`config.mk`:
```
export PLATFORM = sky130hd
export DESIGN_NAME = cold_isqrt
export DESIGN_NICKNAME = d
export VERILOG_FILES = /design/src/sv/cold_isqrt.sv
export SDC_FILE = /design/constraint.sdc
export NUM_CORES = 2
export LEC_CHECK = 0
export BUFFER_PORTS_ARGS = -buffer_cell sky130_fd_sc_hd__buf_2
export CORE_ASPECT_RATIO = 1.4
export CORE_MARGIN = 1.5
export CORE_UTILIZATION = 60
export DETAILED_ROUTE_END_ITERATION = 6
export GPL_TIMING_DRIVEN = 0
export PLACE_DENSITY = 0.77
export SETUP_SLACK_MARGIN = 0.5
export SYNTH_ARGS = -nofsm -noshare
export SYNTH_HDL_FRONTEND = slang
export SYNTH_MEMORY_MAX_BITS = 65536
export SYNTH_SLANG_ARGS = --single-unit
```
`constraint.sdc`:
```
create_clock -name clk -period 5.9 [get_ports clk]
set_input_delay 0.885 -clock clk [delete_from_list [all_inputs] [get_ports clk]]
set_output_delay 0.885 -clock clk [all_outputs]
set_load 0.01 [all_outputs]
```
`src/sv/cold_isqrt.sv`:
```
`timescale 1ns / 1ps
// ----------------------------------------------------------------------------
// cold_isqrt
// Pipelined square root of a 62 bit value, rounded to nearest. One result
// bit is settled per stage, followed by a rounding stage.
// ----------------------------------------------------------------------------
module cold_isqrt #(
  parameter int PW = 8
) (
  input  logic          clk,
  input  logic          rst_n,
  input  logic          en,
  input  logic          in_valid,
  input  logic [61:0]   in_x,
  input  logic [PW-1:0] in_pl,
  output logic          out_valid,
  output logic [31:0]   out_root,
  output logic [PW-1:0] out_pl
);

  localparam int NSTEP = 32;

  logic [63:0]   n_r  [NSTEP];
  logic [63:0]   r_r  [NSTEP];
  logic          v_r  [NSTEP];
  logic [PW-1:0] pl_r [NSTEP];

  logic          v_out_r;
  logic [31:0]   root_r;
  logic [PW-1:0] pl_out_r;
  logic [31:0]   root_nxt;

  for (genvar k = 0; k < NSTEP; k++) begin : g_step
    logic [63:0]   n_in;
    logic [63:0]   r_in;
    logic [63:0]   bitv;
    logic [63:0]   trial;
    logic          v_in;
    logic [PW-1:0] pl_in;

    if (k == 0) begin : g_first
      assign n_in  = {2'b00, in_x};
      assign r_in  = '0;
      assign v_in  = in_valid;
      assign pl_in = in_pl;
    end else begin : g_next
      assign n_in  = n_r[k-1];
      assign r_in  = r_r[k-1];
      assign v_in  = v_r[k-1];
      assign pl_in = pl_r[k-1];
    end

    assign bitv  = 64'd1 << (62 - 2 * k);
    assign trial = r_in + bitv;

    always_ff @(posedge clk) begin
      if (!rst_n) begin
        v_r[k] <= 1'b0;
      end else if (en) begin
        v_r[k] <= v_in;
      end
      if (en) begin
        if (n_in >= trial) begin
          n_r[k] <= n_in - trial;
          r_r[k] <= (r_in >> 1) + bitv;
        end else begin
          n_r[k] <= n_in;
          r_r[k] <= r_in >> 1;
        end
        pl_r[k] <= pl_in;
      end
    end
  end

  // The remainder already equals x - r*r, so rounding needs no multiply.
  assign root_nxt = r_r[NSTEP-1][31:0] + 32'(n_r[NSTEP-1] > r_r[NSTEP-1]);

  always_ff @(posedge clk) begin
    if (!rst_n) begin
      v_out_r <= 1'b0;
    end else if (en) begin
      v_out_r <= v_r[NSTEP-1];
    end
    if (en) begin
      root_r   <= root_nxt;
      pl_out_r <= pl_r[NSTEP-1];
    end
  end

  assign out_valid = v_out_r;
  assign out_root  = root_r;
  assign out_pl    = pl_out_r;

endmodule

```
; Yosys cells after proc, flatten, opt, wreduce, memory -nomap -nowiden
; Memory sizes are Yosys's and may differ from the RTL's. A register that Yosys moved wholly into a read port is not among the register bits.
; Cells that the tools add are included.
; Widths: inputs -> output; s select.
[word_totals]
regBits = 32
latchBits = 0
ramBits = 4384
rom_bits = 0
in_bits = 74
output_inout_bits = 41
elab_cells = 523
memories = 4
[mem_list]
columns = name, depth, word_bits, rd, rd_clocked_by_memory_dff, write_ports, line_no
row1 = n_r, 32, 64, 32, 0, 32, 23  ; logic [63:0] n_r [NSTEP];
row2 = r_r, 32, 64, 32, 0, 32, 24  ; logic [63:0] r_r [NSTEP];
row3 = pl_r, 32, 8, 32, 1, 32, 26  ; logic [PW-1:0] pl_r [NSTEP];
row4 = v_r, 32, 1, 32, 1, 32, 25  ; logic v_r [NSTEP];
[op_classes]
addsub = 95
multipliers = 0
n_div = 0
order_cmp = 33
eq_ne = 0
shift = 0
mux = 293
bitwise_logic = 96
n_reduce_logical = 1
[ops]
columns = op, n
row1 = $mux 64, 64
row2 = $ge 64x64->1, 31
row3 = $sub 64x64->64, 31
row4 = $mux 1, 229
row5 = $or 1x1->1, 96
row6 = $add 63x1->64 const B, 1
row7 = $add 63x11->64 const B, 1
row8 = $add 63x13->64 const B, 1
row9 = $add 63x15->64 const B, 1
row10 = $add 63x17->64 const B, 1
row11 = $add 63x19->64 const B, 1
row12 = $add 63x21->64 const B, 1
row13 = $add 63x23->64 const B, 1
row14 = $add 63x25->64 const B, 1
row15 = $add 63x27->64 const B, 1
row16 = $add 63x29->64 const B, 1
row17 = $add 63x3->64 const B, 1
row18 = $add 63x31->64 const B, 1
row19 = $add 63x33->64 const B, 1
row20 = $add 63x35->64 const B, 1
row21 = $add 63x37->64 const B, 1
row22 = $add 63x39->64 const B, 1
row23 = $add 63x41->64 const B, 1
row24 = $add 63x43->64 const B, 1
row25 = 48 further kinds, 48

; Longest topological paths before layout
; An unclocked memory read counts as a cell.
[logic_depth]
ltp_word = 7
mapped_depth = 18
mapped_depth_nobuf = 17

; Least setup slack after synthesis
; OpenSTA, ideal clock, no wires.
[synth_path]
path_kind = input -> register
from = input en
to = memory n_r[30][0], in the netlist n_r[1][896], enable pin
setup_time_ps = 487
arrival_ps = 4034
required_time_ps = 5413
setup_slack_ps = 1379
path_stages = 3
n_path_buf = 3
cell_sequence = clkbuf_1 > clkbuf_1 > clkbuf_1
[synth_lines]
columns = item, line_no
row1 = from (decl), 12  ; input logic en,
row2 = to (decl), 23

==> run_results.csv <==
group,metric,value,unit
run_status,outcome,"finished, violations left",
run_status,violations,"capacitance limit",
clock_network,cts_sinks,2904,
placement,dp_hpwl,278000,um
clock_network,cts.htree.levels,5,
layout,final_cells,14600,
power_and_ir_drop,pwr-share-comb,21.5,%
drt,drc_errors,0,
power_and_ir_drop,switching_share,30.2,%
drt,dr_wl_met2,188000,um
grt,first_global_vias,89600,
layout,utilization,66.4,%
sta,relSlewSlack,0.0807,%
clock_network,clockBufferDepth,4,
worst_setup_path,required,6450,ps
sta,clock_skew,59.2,ps
worst_setup_path,cp-start-kind,"flop",
grt,grt.total_usage,31.0,%
die,die_w,408,um
synth,synth_nets,11600,
synth,synth_edf_count,2902,
placement,io_buffers,114,
power_and_ir_drop,seqPwrFrac,48.5,%
synth,synthArstFlopShare,0,%
sta,finalCritPeriodShare,89.9,%
die,initial_core_util,60.2,%
synth,postSynthAreaPerCell,12.6,um2
placement,preCtsSetupSlack,-1120,ps
synth,syn_area,0.138,mm2
sta,drv_slew,0,
grt,grt_max_degree,140,
die,die_height,570,um
power_and_ir_drop,p_int,40.6,mW
sta,fmax,188,MHz
clock_network,clk_pin_slew,60,ps
worst_setup_path,cp.arrival,5860,ps
drt,wl_met3,20700,um
layout,area.growth.synth_to_final,10.3,%
power_and_ir_drop,power_density,382,mW/mm2
power_and_ir_drop,vdd_ir_drop_max,368,uV
flow_run,maxCapViolCount,1,
drt,dr.pass1.iters,6,
die,rows,208,
placement,gp_congestion,0.967,
layout,nets,12000,
worst_setup_path,end_kind,"flop",
die,fp.dieArea,0.233,mm2
drt,first_iter_violations,7570,
drt,dr_total_vias,90400,
sta,fin_crit,5310,ps
sta,rsz0062_at_grt,"true",
synth,synth_seq_cells,2904,
worst_setup_path,path_max_fanout,10,
sta,fin_ws,593,ps
synth,syn_inst,10900,
drt,antenna_left,0,
worst_setup_path,critPathKind,"reg2reg",
drt,met1_length,133000,um
layout,drive_gt1_share,6.51,%
clock_network,cts_tree,"done",
hold_path,min_path_type,"in2reg",
clock_network,insertion_delay,880,ps
synth,synth_cell_type_count,91,
sta,setup_viol,0,
synth,ys.flop_type,"edfxtp_1",
drt,top_layer_used,"met5",
drt,routed_wl,365000,um
grt,grt_pass1_wl,546000,um
power_and_ir_drop,power.switching,17.5,mW
power_and_ir_drop,power_frac_clock,30.1,%
grt,antenna_found_initial,12,
sta,finalHoldWorstSlack,178,ps
power_and_ir_drop,leakagePower,56.3,nW
synth,yosysWarningCount,0,
synth,yosysSeqAreaShare,63.2,%
grt,grt_overflow_total,0,
placement,place_inst,14100,
sta,hold_violations,0,
sta,worstMarginPinSlew,1490,ps
drt,routed_wire_length_per_instance,24.9,um
die,core_area,0.229,mm2
die,io_pins,115,
clock_network,root_buffer,"clkbuf_16",
drt,avgViaCountPerCell,6.17,
clock_network,cts_made_buffers,283,
power_and_ir_drop,power,58.2,mW
-- power by group through the flow --
stage	Sequential (mW)	Clock [mW]	Combinational, mW
floorplan	27.5	0	8.96
global placement	28.6	0	12.1
detailed placement	28.5	0	12.3
CTS	28.2	17.8	12.4
global route	28.4	18.5	13.7
finish	28.2	17.5	12.5
-- cells by family (layout without fill, tap and decap cells) --
kind of cell | after synthesis | count (layout) | share of synthesized area, %
flops | 2904 | 2904 | 63.2
simple gates | 3335 | 3335 | 12.6
fa+ha+maj | 593 | 593 | 5.38
xor+xnor | 987 | 987 | 6.27
mux | 70 | 70 | 0.557
other cells | 0 | 6 | 0
buf+inv | 1031 | 1671 | 2.84
compound gates | 2025 | 2025 | 9.15
-- layer usage --
metal | vias up | GRT usage (%)
met5 | - | 0
met4 | 2 | 17.4
met3 | 986 | 4.45
li1 | 42000 | -
met1 | 44000 | 35.5
met2 | 3407 | 55.6
-- worst paths after layout --
path,startpoint,cells after the start,endpoint,slack [ps]
max,r_r[1][739],14,n_r[1][824],590
max reg2reg,r_r[1][739],14,n_r[1][824],590
min reg2reg,pl_r[2][4],0,pl_r[3][4],390
min,in_x[43],1,n_r[0][43],180
-- synthesized netlist by cell type (270+ instances only) --
master / number / area (um2)
o21ai_0: 604 / 3020
xor2_1: 436 / 3820
nand2_1: 833 / 3130
edfxtp_1: 2902 / 87100
nor3_1: 299 / 1500
xnor2_1: 551 / 4830
nor2_1: 591 / 2220
ha_1: 593 / 7420
clkbuf_1: 270 / 1010
inv_1: 734 / 2760
nor4_1: 393 / 2460
a21oi_1: 551 / 2760
-- layout by cell type, fill, tap and decap left out, drive strengths merged, types with 212 or more instances in the layout --
master,synthesis,final
nand2,833,833
xnor2,551,551
nand4,218,218
nor2,591,591
o21ai,608,608
edfxtp,2902,2902
a21oi,551,551
clkbuf,270,611
nand3,212,212
nor3,299,299
inv,734,752
xor2,436,436
ha,593,593
nor4,393,393
a21o,267,267
-- critical path: stages (launching register included) --
cell      delay [ps]
edfxtp_1         530
inv_1             80
ha_1             270
clkbuf_1         310
nand2_1          180
nor3_1           280
nand4_1          460
nor4_2           640
nor4b_1          100
o21a_1           230
clkbuf_2         350
nor3_1           390
clkbuf_1         400
nand3_1          170
xnor2_1          620
-- registers in the layout (all words and copies together) (netlist names) --
signal	flops
pl_r	256
out_root	32
out_valid	1
n_r	2048
r_r	527
out_pl	8
v_r	32
-- layout make-up --
type	instances	area, um2
Clock inverter	154	1380
Clock buffer	341	7430
Multi-Input combinational cell	7010	46900
Fill cell	16500	76900
Timing Repair Buffer	145	1350
Sequential cell	2904	87200
Buffer	296	1280
Inverter	735	2760
Tap cell	3045	3810
Antenna cell	6	15.0
-- timing repair --
item	in CTS	in global routing
setup endpoints to repair	102	14
pin swaps	0	0
gates resized for setup	8	7
gates cloned	0	0
setup buffers	1	0
hold buffers	0	0
-- metrics by stage --
step / TNS (ps) / area (um2)
4_1_cts: 0 / 152000
3_5_place_dp: -96730 / 143000
3_3_place_gp: - / 142000
5_1_grt: 0 / 152000
2_1_floorplan: 0 / 138000
6_report: 0 / 152000
No activity file was read; power rests on OpenSTA's default activity.
